[src/hw/rtl/dmgs_pkg.sv]
// shared types and constants for the dual motor gantry synchronizer
package dmgs_pkg;

  localparam int unsigned DATA_W = 32;
  localparam int unsigned TS_W   = 16;
  localparam int unsigned ACC_W  = 50;
  localparam int unsigned MAG_W  = 31;

  localparam logic [TS_W-1:0]   TS_RESET  = 16'd65;
  localparam logic [TS_W-1:0]   CORR_MAX  = 16'd32768;
  localparam logic [DATA_W-1:0] POS_MAX   = 32'h7fff_ffff;
  localparam logic [DATA_W-1:0] NEG_MIN   = 32'h8000_0000;

  typedef enum logic [2:0] {
    REG_GAIN_A       = 3'd0,
    REG_GAIN_B       = 3'd1,
    REG_GAIN_C       = 3'd2,
    REG_TIME_STEP    = 3'd3,
    REG_UPPER_FIRST  = 3'd4,
    REG_LOWER_FIRST  = 3'd5,
    REG_UPPER_SECOND = 3'd6,
    REG_LOWER_SECOND = 3'd7
  } cfg_idx_t;

  typedef struct packed {
    logic [DATA_W-1:0] gain_a;
    logic [DATA_W-1:0] gain_b;
    logic [DATA_W-1:0] gain_c;
    logic [TS_W-1:0]   time_step;
    logic [DATA_W-1:0] upper_first;
    logic [DATA_W-1:0] lower_first;
    logic [DATA_W-1:0] upper_second;
    logic [DATA_W-1:0] lower_second;
  } cfg_t;

  typedef enum logic [1:0] {
    MS_GAIN_A,
    MS_GAIN_B,
    MS_GAIN_C,
    MS_TIME_STEP
  } mul_sel_t;

  typedef struct packed {
    logic     load_in;
    logic     mul_en;
    mul_sel_t mul_sel;
    logic     halt_load;
    logic     acc_load;
    logic     acc_add;
    logic     hist_upd;
    logic     mag_load;
    logic     corr_load;
    logic     out_load;
  } dp_cmd_t;

  typedef enum logic [3:0] {
    ST_IDLE,
    ST_MUL_A,
    ST_MUL_B,
    ST_MUL_C,
    ST_SUM,
    ST_MAG,
    ST_SCALE,
    ST_CORR,
    ST_FINISH
  } state_t;

endpackage

[src/hw/rtl/dual_motor_gantry_sync.sv]
// top level: config registers, sequencer and datapath of the gantry synchronizer
// an accepted input beat runs the nine-step sequence around the single
//   32x32 multiplier (three pid terms and the dt scaling, one product per cycle);
//   out_valid rises when the result is loaded, and no new beat is taken before then;
//   the next beat is taken the cycle after the result is loaded
// a stalled result holds the sequencer in its last step until the output frees
// reset (rst_n low, synchronous): gains 0, dt 65, limits fully open, error history 0
module dual_motor_gantry_sync (
  input  logic        clk,
  input  logic        rst_n,
  // input beats
  input  logic        in_valid,
  output logic        in_stall,
  input  logic        in_axis_select,
  input  logic [31:0] in_left_position,
  input  logic [31:0] in_right_position,
  input  logic [31:0] in_target_velocity,
  input  logic        in_safe_mode,
  // result beats
  output logic        out_valid,
  input  logic        out_stall,
  output logic        out_left_command,
  output logic [31:0] out_left_velocity,
  output logic        out_right_command,
  output logic [31:0] out_right_velocity,
  output logic        out_limit_hit,
  // configuration writes
  input  logic        cfg_valid,
  output logic        cfg_ready,
  input  logic [2:0]  cfg_index,
  input  logic [31:0] cfg_data
);
  import dmgs_pkg::*;

  cfg_t    cfg_r;
  dp_cmd_t cmd;

  // config writes are always taken; the user must write the block only while idle, it does not enforce this
  assign cfg_ready = 1'b1;

  always_ff @(posedge clk) begin
    if (!rst_n) begin
      cfg_r.gain_a       <= '0;
      cfg_r.gain_b       <= '0;
      cfg_r.gain_c       <= '0;
      cfg_r.time_step    <= TS_RESET;
      cfg_r.upper_first  <= POS_MAX;
      cfg_r.lower_first  <= NEG_MIN;
      cfg_r.upper_second <= POS_MAX;
      cfg_r.lower_second <= NEG_MIN;
    end else if (cfg_valid && cfg_ready) begin
      unique case (cfg_idx_t'(cfg_index))
        REG_GAIN_A:       cfg_r.gain_a       <= cfg_data;
        REG_GAIN_B:       cfg_r.gain_b       <= cfg_data;
        REG_GAIN_C:       cfg_r.gain_c       <= cfg_data;
        // dt is q0.16, only the low half of the beat counts
        REG_TIME_STEP:    cfg_r.time_step    <= cfg_data[TS_W-1:0];
        REG_UPPER_FIRST:  cfg_r.upper_first  <= cfg_data;
        REG_LOWER_FIRST:  cfg_r.lower_first  <= cfg_data;
        REG_UPPER_SECOND: cfg_r.upper_second <= cfg_data;
        REG_LOWER_SECOND: cfg_r.lower_second <= cfg_data;
        default:          cfg_r.gain_a       <= cfg_r.gain_a;
      endcase
    end
  end

  // state machine: capture, three pid products, sum, magnitude, dt product,
  // correction cap, then velocity select into the output register
  dmgs_ctrl u_ctrl (
    .clk       (clk),
    .rst_n     (rst_n),
    .in_valid  (in_valid),
    .in_stall  (in_stall),
    .out_stall (out_stall),
    .out_valid (out_valid),
    .cmd       (cmd)
  );

  // datapath keeps the two-deep error history of each axis pair
  dmgs_dpath u_dpath (
    .clk                (clk),
    .rst_n              (rst_n),
    .cmd                (cmd),
    .cfg                (cfg_r),
    .in_axis_select     (in_axis_select),
    .in_left_position   (in_left_position),
    .in_right_position  (in_right_position),
    .in_target_velocity (in_target_velocity),
    .in_safe_mode       (in_safe_mode),
    .out_left_command   (out_left_command),
    .out_left_velocity  (out_left_velocity),
    .out_right_command  (out_right_command),
    .out_right_velocity (out_right_velocity),
    .out_limit_hit      (out_limit_hit)
  );

  // an accepted beat keeps the input side busy for the next cycle
  a_busy_after_accept: assert property (@(posedge clk) disable iff (!rst_n)
    (in_valid && !in_stall) |=> in_stall)
    else $error("input taken again right after a beat");

  // halt flags always agree in a presented result
  a_halt_consistent: assert property (@(posedge clk) disable iff (!rst_n)
    out_valid |-> (out_left_command == out_limit_hit && out_right_command == out_limit_hit))
    else $error("halt flags disagree");

  // the output register is never reloaded over a result still held
  a_no_overwrite: assert property (@(posedge clk) disable iff (!rst_n)
    cmd.out_load |-> (!out_valid || !out_stall))
    else $error("result overwritten while stalled");

  // the error history moves only while the input side is busy
  a_hist_when_busy: assert property (@(posedge clk) disable iff (!rst_n)
    cmd.hist_upd |-> in_stall)
    else $error("history update outside a tick");

endmodule

[src/hw/rtl/dmgs_ctrl.sv]
// sequencer for one tick: shared multiplier steps and output handoff
module dmgs_ctrl (
  input  logic              clk,
  input  logic              rst_n,
  input  logic              in_valid,
  output logic              in_stall,
  input  logic              out_stall,
  output logic              out_valid,
  output dmgs_pkg::dp_cmd_t cmd
);
  import dmgs_pkg::*;

  state_t state_r, state_nxt;
  logic   out_valid_r, out_valid_nxt;

  always_ff @(posedge clk) begin
    if (!rst_n) begin
      state_r     <= ST_IDLE;
      out_valid_r <= 1'b0;
    end else begin
      state_r     <= state_nxt;
      out_valid_r <= out_valid_nxt;
    end
  end

  // next state
  always_comb begin
    state_nxt = state_r;
    unique case (state_r)
      ST_IDLE:   if (in_valid) state_nxt = ST_MUL_A;
      ST_MUL_A:  state_nxt = ST_MUL_B;
      ST_MUL_B:  state_nxt = ST_MUL_C;
      ST_MUL_C:  state_nxt = ST_SUM;
      ST_SUM:    state_nxt = ST_MAG;
      ST_MAG:    state_nxt = ST_SCALE;
      ST_SCALE:  state_nxt = ST_CORR;
      ST_CORR:   state_nxt = ST_FINISH;
      ST_FINISH: if (!out_valid_r || !out_stall) state_nxt = ST_IDLE;
      default:   state_nxt = ST_IDLE;
    endcase
  end

  // datapath commands
  always_comb begin
    cmd         = '0;
    cmd.mul_sel = MS_GAIN_A;
    unique case (state_r)
      ST_IDLE:   cmd.load_in = in_valid;
      ST_MUL_A: begin
        cmd.mul_en    = 1'b1;
        cmd.mul_sel   = MS_GAIN_A;
        cmd.halt_load = 1'b1;
      end
      ST_MUL_B: begin
        cmd.mul_en   = 1'b1;
        cmd.mul_sel  = MS_GAIN_B;
        cmd.acc_load = 1'b1;
      end
      ST_MUL_C: begin
        cmd.mul_en  = 1'b1;
        cmd.mul_sel = MS_GAIN_C;
        cmd.acc_add = 1'b1;
      end
      ST_SUM: begin
        cmd.acc_add  = 1'b1;
        cmd.hist_upd = 1'b1;
      end
      ST_MAG:    cmd.mag_load = 1'b1;
      ST_SCALE: begin
        cmd.mul_en  = 1'b1;
        cmd.mul_sel = MS_TIME_STEP;
      end
      ST_CORR:   cmd.corr_load = 1'b1;
      ST_FINISH: cmd.out_load = !out_valid_r || !out_stall;
      default:   cmd = '0;
    endcase
  end

  always_comb begin
    if (cmd.out_load) begin
      out_valid_nxt = 1'b1;
    end else if (out_stall) begin
      out_valid_nxt = out_valid_r;
    end else begin
      out_valid_nxt = 1'b0;
    end
  end

  assign in_stall  = (state_r != ST_IDLE);
  assign out_valid = out_valid_r;

endmodule

[src/hw/rtl/dmgs_dpath.sv]
// datapath: error history, shared multiplier, accumulator and output register
module dmgs_dpath (
  input  logic              clk,
  input  logic              rst_n,
  input  dmgs_pkg::dp_cmd_t cmd,
  input  dmgs_pkg::cfg_t    cfg,
  input  logic              in_axis_select,
  input  logic [31:0]       in_left_position,
  input  logic [31:0]       in_right_position,
  input  logic [31:0]       in_target_velocity,
  input  logic              in_safe_mode,
  output logic              out_left_command,
  output logic [31:0]       out_left_velocity,
  output logic              out_right_command,
  output logic [31:0]       out_right_velocity,
  output logic              out_limit_hit
);
  import dmgs_pkg::*;

  logic              axis_r, safe_r;
  logic [DATA_W-1:0] left_r, right_r, target_r, err_r;
  logic [DATA_W-1:0] err_last_r [2];
  logic [DATA_W-1:0] err_prev_r [2];
  logic              halt_r;
  logic signed [2*DATA_W-1:0] prod_r;
  logic [ACC_W-1:0]  acc_r;
  logic              neg_r, big_r;
  logic [MAG_W-1:0]  mag_r;
  logic [TS_W-1:0]   corr_r;

  logic [DATA_W:0]   diff;
  logic [DATA_W-1:0] err_sat;
  logic signed [DATA_W-1:0] op_a, op_b;
  logic signed [2*DATA_W-1:0] prod;
  logic [ACC_W-1:0]  prod_q;
  logic [ACC_W-1:0]  abs_u;
  logic [DATA_W:0]   pos_sum;
  logic signed [DATA_W-1:0] mean, upper, lower;
  logic [MAG_W-1:0]  scaled;
  logic [TS_W-1:0]   corr;
  logic [DATA_W-1:0] adjusted;
  logic              left_slowed;

  // saturated left minus right
  assign diff    = {in_left_position[31], in_left_position}
                 - {in_right_position[31], in_right_position};
  assign err_sat = (diff[DATA_W] != diff[DATA_W-1]) ? (diff[DATA_W] ? NEG_MIN : POS_MAX)
                                                    : diff[DATA_W-1:0];

  always_comb begin
    unique case (cmd.mul_sel)
      MS_GAIN_A: begin
        op_a = $signed(cfg.gain_a);
        op_b = $signed(err_r);
      end
      MS_GAIN_B: begin
        op_a = $signed(cfg.gain_b);
        op_b = $signed(err_last_r[axis_r]);
      end
      MS_GAIN_C: begin
        op_a = $signed(cfg.gain_c);
        op_b = $signed(err_prev_r[axis_r]);
      end
      MS_TIME_STEP: begin
        op_a = $signed({1'b0, mag_r});
        op_b = $signed({{(DATA_W-TS_W){1'b0}}, cfg.time_step});
      end
      default: begin
        op_a = '0;
        op_b = '0;
      end
    endcase
  end

  assign prod   = op_a * op_b;
  // product taken to q16.16 by a floor shift, sign-extended to the accumulator
  assign prod_q = {{(ACC_W-48){prod_r[2*DATA_W-1]}}, prod_r[2*DATA_W-1:16]};
  assign abs_u  = acc_r[ACC_W-1] ? (~acc_r + 1'b1) : acc_r;

  // floor of the mean position and the limits of the selected axis
  assign pos_sum = {left_r[31], left_r} + {right_r[31], right_r};
  assign mean    = $signed(pos_sum[DATA_W:1]);
  assign upper   = $signed(axis_r ? cfg.upper_second : cfg.upper_first);
  assign lower   = $signed(axis_r ? cfg.lower_second : cfg.lower_first);

  // magnitudes at or above 2^31 always saturate the correction unless dt is zero
  assign scaled = prod_r[46:16];
  always_comb begin
    if (big_r) begin
      corr = (cfg.time_step != '0) ? CORR_MAX : '0;
    end else if (scaled > MAG_W'(CORR_MAX)) begin
      corr = CORR_MAX;
    end else begin
      corr = scaled[TS_W-1:0];
    end
  end

  // negative target adds, otherwise subtracts; neither can overflow
  assign adjusted    = target_r[31] ? (target_r + {16'b0, corr_r})
                                    : (target_r - {16'b0, corr_r});
  assign left_slowed = (neg_r == target_r[31]);

  always_ff @(posedge clk) begin
    if (cmd.load_in) begin
      axis_r   <= in_axis_select;
      safe_r   <= in_safe_mode;
      left_r   <= in_left_position;
      right_r  <= in_right_position;
      target_r <= in_target_velocity;
      err_r    <= err_sat;
    end
    if (cmd.halt_load) halt_r <= safe_r && ((mean > upper) || (mean < lower));
    if (cmd.mul_en) prod_r <= prod;
    if (cmd.acc_load) begin
      acc_r <= prod_q;
    end else if (cmd.acc_add) begin
      acc_r <= acc_r + prod_q;
    end
    if (cmd.mag_load) begin
      neg_r <= acc_r[ACC_W-1];
      big_r <= |abs_u[ACC_W-1:MAG_W];
      mag_r <= abs_u[MAG_W-1:0];
    end
    if (cmd.corr_load) corr_r <= corr;
    if (cmd.out_load) begin
      out_left_command   <= halt_r;
      out_right_command  <= halt_r;
      out_limit_hit      <= halt_r;
      out_left_velocity  <= left_slowed ? adjusted : target_r;
      out_right_velocity <= left_slowed ? target_r : adjusted;
    end
  end

  // per-axis error history
  always_ff @(posedge clk) begin
    if (!rst_n) begin
      for (int i = 0; i < 2; i++) begin
        err_last_r[i] <= '0;
        err_prev_r[i] <= '0;
      end
    end else if (cmd.hist_upd) begin
      err_prev_r[axis_r] <= err_last_r[axis_r];
      err_last_r[axis_r] <= err_r;
    end
  end

endmodule
[config.mk]
export PLATFORM = sky130hd
export DESIGN_NAME = dual_motor_gantry_sync
export DESIGN_NICKNAME = d
export VERILOG_FILES = /design/src/hw/rtl/dmgs_pkg.sv /design/src/hw/rtl/dual_motor_gantry_sync.sv /design/src/hw/rtl/dmgs_ctrl.sv /design/src/hw/rtl/dmgs_dpath.sv
export SDC_FILE = /design/constraint.sdc
export NUM_CORES = 2
export LEC_CHECK = 0
export CAP_MARGIN = 10
export CORE_MARGIN = 2
export CORE_UTILIZATION = 50
export CTS_BUF_LIST = sky130_fd_sc_hd__clkbuf_16
export DETAILED_ROUTE_END_ITERATION = 12
export DONT_BUFFER_PORTS = 1
export MAX_ROUTING_LAYER = met4
export PLACE_DENSITY_LB_ADDON = 0.05
export SLEW_MARGIN = 20
export SYNTH_ARGS = -nofsm -noshare
export SYNTH_HDL_FRONTEND = slang
export SYNTH_SLANG_ARGS = --single-unit
[constraint.sdc]
create_clock -name clk -period 15.05 [get_ports clk]
set_input_delay 3.01 -clock clk [delete_from_list [all_inputs] [get_ports clk]]
set_output_delay 3.01 -clock clk [all_outputs]
set_load 0.005 [all_outputs]
Word level (Yosys, flattened, before mapping)
Memories as Yosys holds them, arrays and structs flattened. A register that Yosys moved wholly into a read port is not among the register bits.
Cells that the tools add are included.

word-level totals
  flip-flop bits (word level) = 604
  memory bits (writable) = 128
  output and inout port bits = 70
  logic and storage cells = 127
  memories kept = 2

operators by class
  add/sub/neg operators = 6
  multipliers = 1
  magnitude comparators = 3
  equal/unequal tests = 23
  mux-type cells = 41
  bitwise logic cells = 1
  reductions and logical operators = 24

memories
  name                words  bits a word  read ports  clocked after memory_dff  wr ports  line              source
  u_dpath.err_last_r  2      32           1           1                         2         dmgs_dpath.sv:22  logic [DATA_W-1:0] err_last_r [2];
  u_dpath.err_prev_r  2      32           1           1                         2         dmgs_dpath.sv:23  logic [DATA_W-1:0] err_prev_r [2];

operators by type and width
  kind                                                                               count
  32-bit 2-to-1 mux                                                                  9
  32-bit one-hot mux with 4 select lines                                             2
  50-bit 2-to-1 mux                                                                  3
  32-bit by 32-bit multiplier with 64-bit output                                     1
  32-bit OR reduction                                                                2
  50-bit by 1-bit adder with 50-bit output, second input constant                    1
  50-bit adder                                                                       1
  50-bit NOT                                                                         1
  16-bit 2-to-1 mux                                                                  3
  4-bit one-hot mux with 9 select lines                                              1
  32-bit by 32-bit adder with 33-bit output                                          1
  32-bit by 32-bit subtractor with 33-bit output                                     1
  32-bit by 16-bit adder with 32-bit output                                          1
  32-bit greater-than comparator                                                     1
  32-bit less-than comparator                                                        1
  32-bit by 16-bit subtractor with 32-bit output                                     1
  31-bit by 16-bit greater-than comparator with 1-bit output, second input constant  1
  1-bit 2-to-1 mux                                                                   20
  19-bit OR reduction                                                                1
  2-bit AND reduction                                                                9
  4-bit by 3-bit == test with 1-bit output, second input constant                    4
  16-bit nonzero test                                                                1
  3-bit == test, second input constant                                               4
  3-bit one-hot mux with 4 select lines                                              1
  21 further kinds                                                                   28

Logic depth before layout (Yosys ltp)
  depth in word-level cells = 7
  mapped depth = 39

By module
A second synthesis with hierarchy kept.

unflattened totals
  cell total of the unflattened synthesis = 7417
  area total of the unflattened synthesis = 73058.8 um2

by module, submodules not included
  module                  instances  cells each  area each (um2)
  dmgs_dpath              1          6516        63656.1
  dual_motor_gantry_sync  1          858         9071.2
  dmgs_ctrl               1          43          331.6

Worst setup path before layout
Ideal clock, no wire load.

  path kind = register to register
  start point = register u_ctrl.state_r[2]
  end point = register u_dpath.prod_r[59], data pin
  library setup time = 259 ps
  data arrival time = 8882 ps
  required time = 14791 ps
  slack = 5909 ps
  stages on the path, launching flop included = 34
  buffers on the path = 6
  period minus slack after synthesis = 9141 ps
  path through = dfxtp_1 buf_2 and2_1 nand2b_1 buf_2 clkbuf_1 clkbuf_1 a22oi_1 nand2_1 clkbuf_1 nand2_1 inv_1 fa_1 inv_1 fa_1 inv_1 fa_1 fa_1 inv_1 fa_1 inv_1 fa_1 inv_1 fa_1 inv_1 fa_1 ha_1 clkbuf_1 nand4_1 nor3_1 nand3_1 o311ai_1 a21oi_1 xnor2_1

between the ends
  word-level cells in the longest chain between the ends = 5
  elaborated cells between the ends (all ways) = 12
  classes of those cells = mul (1); eq/ne (7); mux (3); reduce/logical (1)

ends and longest elaborated chain
  element                                                                 line               source
  start: declaration                                                      dmgs_ctrl.sv:13    state_t state_r, state_nxt;
  start signal: assignment                                                dmgs_ctrl.sv:21    state_r <= state_nxt;
  4-bit by 3-bit == test with 1-bit output, or another cell as far along  dmgs_ctrl.sv:47    unique case (state_r)
  3-bit one-hot mux with 4 select lines *                                 dmgs_ctrl.sv:47
  2-bit == test, or another cell as far along                             dmgs_dpath.sv:51   unique case (cmd.mul_sel)
  32-bit one-hot mux with 4 select lines                                  dmgs_dpath.sv:51
  32-bit by 32-bit multiplier with 64-bit output *                        dmgs_dpath.sv:75   assign prod = op_a * op_b;
  via u_dpath.prod[59]                                                    dmgs_dpath.sv:34   logic signed [2*DATA_W-1:0] prod;
  end signal: assignment                                                  dmgs_dpath.sv:113  if (cmd.mul_en) prod_r <= prod;
  end: declaration                                                        dmgs_dpath.sv:25   logic signed [2*DATA_W-1:0] prod_r;

The timed path passes the listed nets; every way through them passes the cells marked *.
A chain may end at the register's enable or synchronous reset.

Final worst setup path
  start point = register u_ctrl.state_r[0]
  end point = register u_dpath.prod_r[62], data pin

The elaborated chain is that of the path after synthesis.

==> run_results.csv <==
group,metric,value,unit
critical_path,reg2reg_to,"u_dpath.prod_r[62]",
layout,syn_to_final_growth,6.25,%
power_and_ir_drop,power_frac_clock,19.1,%
clocking,htreeDepth,3,
critical_path,crit_path_end,"u_dpath.prod_r[62]",
layout,nNetsFinal,9231,
clocking,ctsResizeCount,0,
layout,regArea,19100,um^2
yosys,syn-num-nets,9442,
sta,max_freq,88.7,MHz
yosys,yosys.cell_types.count,115,
layout,layout-drive-gt1-share,4.96,%
routing,wl_per_cell,25.3,um
grt,grt_pass1_wl,366000,um
grt,overflow,0,
critical_path,endpoint_kind,"register",
routing,drt_pass1_iterations,6,
power_and_ir_drop,p_seq_share,27.1,%
floorplan,ios,208,
power_and_ir_drop,combPwrFrac,53.8,%
place,gp_congestion,1.01,
sta,relSlewSlack,15.4,%
routing,vias_per_cell,5.81,
clocking,clk_pin_slew,0.06,ns
clocking,cts-root-buf,"clkbuf_16",
place,hpwl,185000,um
critical_path,arrival,11.72,ns
critical_path,path_max_fanout,52,
routing,vias,55900,
layout,multi_input_area,49600,um^2
critical_path,critPathKind,"reg -> reg",
yosys,async_reset_ff_share,0,%
power_and_ir_drop,worst_ir_drop_vdd,0.0922,mV
grt,grt_max_degree,248,
clocking,cts_buffers,83,
yosys,ys_seq_area_share,25.8,%
yosys,synth_cells,7830,
outcome,status,"complete, no violations",
power_and_ir_drop,switching_power,4.54,mW
sta,fin_crit_sh,74.9,%
sta,rsz0062_at_grt,"false",
floorplan,num_rows,141,
grt,grt_pass1_vias,56700,
place,io_buffers,0,
floorplan,core_area,147000,um^2
floorplan,die_h,388,um
routing,wirelength,244000,um
grt,grt_usage,33.6,%
floorplan,dieArea,151000,um^2
critical_path,reg2reg_depth,23,
power_and_ir_drop,p_per_area,129,nW/um^2
power_and_ir_drop,internal_power,5.57,mW
clocking,clkLatencyLatePin,0.72,ns
critical_path,worstSetupStartpoint,"u_ctrl.state_r[0]",
critical_path,cp-start-kind,"register",
yosys,syn_area_per_cell,9.44,um^2
clocking,hold_buffers,0,
sta,hold_viol,0,
sta,setup_viol,0,
routing,drc,0,
floorplan,die_w,388,um
sta,fin_tns_setup,0,ns
sta,post-route-min-period,11.27,ns
critical_path,reg2reg_from,"u_ctrl.state_r[0]",
sta,tightest_slew,1.27,ns
yosys,ys.flop_type,"edfxtp_1",
sta,drv_slew,0,
critical_path,r2r_slack,3.78,ns
power_and_ir_drop,switching_share,44.9,%
grt,antenna_found_initial,8,
layout,final_util,53.3,%
routing,ant_nets,0,
yosys,netlist_area,73900,um^2
worst_hold_path,hold_class,"reg -> reg",
floorplan,initial_utilization,50.2,%
yosys,ys_ff_latch,717,
job,maxCapViolCount,0,
clocking,cts_buffer_depth,3,
sta,skew,0.0390,ns
clocking,post-cts-setup-buffers,0,
clocking,cts_sinks,717,
yosys,synth_edf_count,471,
clocking,cts_tree,"yes",
power_and_ir_drop,p_leak,34.4,nW
routing,drt_iter0_markers,4910,
yosys,synth-warning-count,0,
critical_path,cp.required,15.49,ns
layout,fill_cells,13500,
-- cells in the final DEF, fill, tap and decap left out, drive strengths merged, types with 10 or more instances in the layout --
cell type  instances
clkbuf            85
nor2b             33
nand2b            53
xnor2            148
a22oi             61
and3              53
mux2i            129
o21ai            230
o21bai            25
nand3            115
a21o              97
clkinv            35
buf              112
o211ai            24
nor3              57
nand3b            10
and2             105
o21a              40
mux2              18
a21oi            254
a221oi            15
a211oi            25
o31ai             32
o22ai             25
or2               20
ha               389
a31oi             31
nor2             759
or3               17
dfxtp            246
edfxtp           471
a221o             10
nand4             41
nand2           1286
a21boi           190
nor4              34
fa              1085
maj3              31
inv             1091
xor2              72
-- metal layers --
| layer | GRT usage, % | share of wire (%) |
|---|---|---|
| met4 | 9.08 | 3.2 |
| met2 | 51.0 | 45 |
| met3 | 7.48 | 9.1 |
| met5 | - | 0 |
| met1 | 45.7 | 43 |
-- power by group through the flow --
stage | sequential [mW] | clock (mW) | combinational (mW)
floorplan | 2.64 | 0 | 3.79
global placement | 2.77 | 0 | 5.24
detailed placement | 2.77 | 0 | 5.31
CTS | 2.73 | 1.97 | 5.34
global route | 2.76 | 2.04 | 6.01
finish | 2.74 | 1.93 | 5.43
-- critical path: stages, from the launching register on --
cell	delay, ns
dfxtp_1	0.69
and2_1	0.32
nand2b_4	0.46
buf_4	0.72
a21oi_1	0.15
o211ai_1	0.12
buf_4	0.51
and2_1	0.27
fa_1	0.48
fa_1	0.50
fa_1	0.86
fa_1	1.09
inv_1	0.38
fa_1	0.58
inv_1	0.06
fa_1	0.55
fa_1	0.45
fa_1	0.47
ha_1	0.48
nand4_1	0.38
nor3_1	0.88
a31oi_1	0.28
nand4b_1	0.17
o311ai_1	0.10
-- cells in the mapped netlist, types with 39 or more instances --
library cell | count | area share (%)
a21boi_0 | 186 | 1.9
a21o_1 | 97 | 0.99
a21oi_1 | 251 | 1.7
a22oi_1 | 61 | 0.62
and2_1 | 104 | 0.88
and3_1 | 53 | 0.45
clkbuf_1 | 340 | 1.7
dfxtp_1 | 246 | 6.7
edfxtp_1 | 471 | 19
fa_1 | 1085 | 29
ha_1 | 389 | 6.6
inv_1 | 1062 | 5.4
mux2i_1 | 129 | 1.7
nand2_1 | 1286 | 6.5
nand2b_1 | 53 | 0.45
nand3_1 | 115 | 0.78
nand4_1 | 41 | 0.35
nor2_1 | 757 | 3.8
nor3_1 | 55 | 0.37
o21a_1 | 39 | 0.40
o21ai_0 | 213 | 1.4
xnor2_1 | 148 | 1.8
xor2_1 | 72 | 0.85
-- cell type report --
class | instances | share of cell area [%]
Antenna cell | 5 | 0.0159
Clock buffer | 85 | 2.71
Clock inverter | 64 | 0.512
Inverter | 1064 | 5.09
Multi-Input combinational cell | 5641 | 63.2
Sequential cell | 717 | 24.3
Tap cell | 1930 | 3.08
Timing Repair Buffer | 112 | 1.11
-- worst min-delay path by stage --
stage / from / endpoint / slack, ns / depth (start not counted)
after floorplan: u_dpath.halt_r / u_dpath.out_left_command / 0.40 / 0
after global placement: cfg_r[96] / cfg_r[96] / 0.45 / 2
after detailed placement: cfg_r[113] / cfg_r[113] / 0.45 / 2
after CTS: cfg_r[7] / cfg_r[7] / 0.46 / 2
after global routing: cfg_r[216] / cfg_r[216] / 0.48 / 2
final: cfg_r[7] / cfg_r[7] / 0.46 / 2
-- flip-flops by register name, summed over array words and instances, names as in the netlist, 48 cells and up, named ones only --
| register | count |
|---|---|
| u_dpath.acc_r | 50 |
| u_dpath.err_prev_r | 64 |
| u_dpath.err_last_r | 64 |
| cfg_r | 240 |
| u_dpath.prod_r | 48 |
-- metrics by stage --
stage	cell area [um^2]	total power, mW	hold WS (ns)	instances	setup WS [ns]
2_1_floorplan	73900	6.44	0.400	7830	5.91
3_3_place_gp	75900	8.01	0.447	9463	4.01
3_5_place_dp	75900	8.08	0.452	9463	3.84
4_1_cts	78500	10.0	0.463	9612	3.83
5_1_grt	78500	10.8	0.481	9618	3.23
6_report	78500	10.1	0.461	9618	3.78
-- kinds of logic (layout without fill, tap and decap cells) --
kind of cell / Yosys count / count (layout) / synth area share (%)
buf+inv: 1472 / 1325 / 7.59
other cells: 1 / 6 / 0.00508
compound gates: 1147 / 1147 / 10.3
fa+ha+maj: 1505 / 1505 / 36.5
flops: 717 / 717 / 25.8
simple gates: 2621 / 2621 / 15.2
xor+xnor: 220 / 220 / 2.61
mux: 147 / 147 / 2.02
No activity file was read; power rests on OpenSTA's default activity.
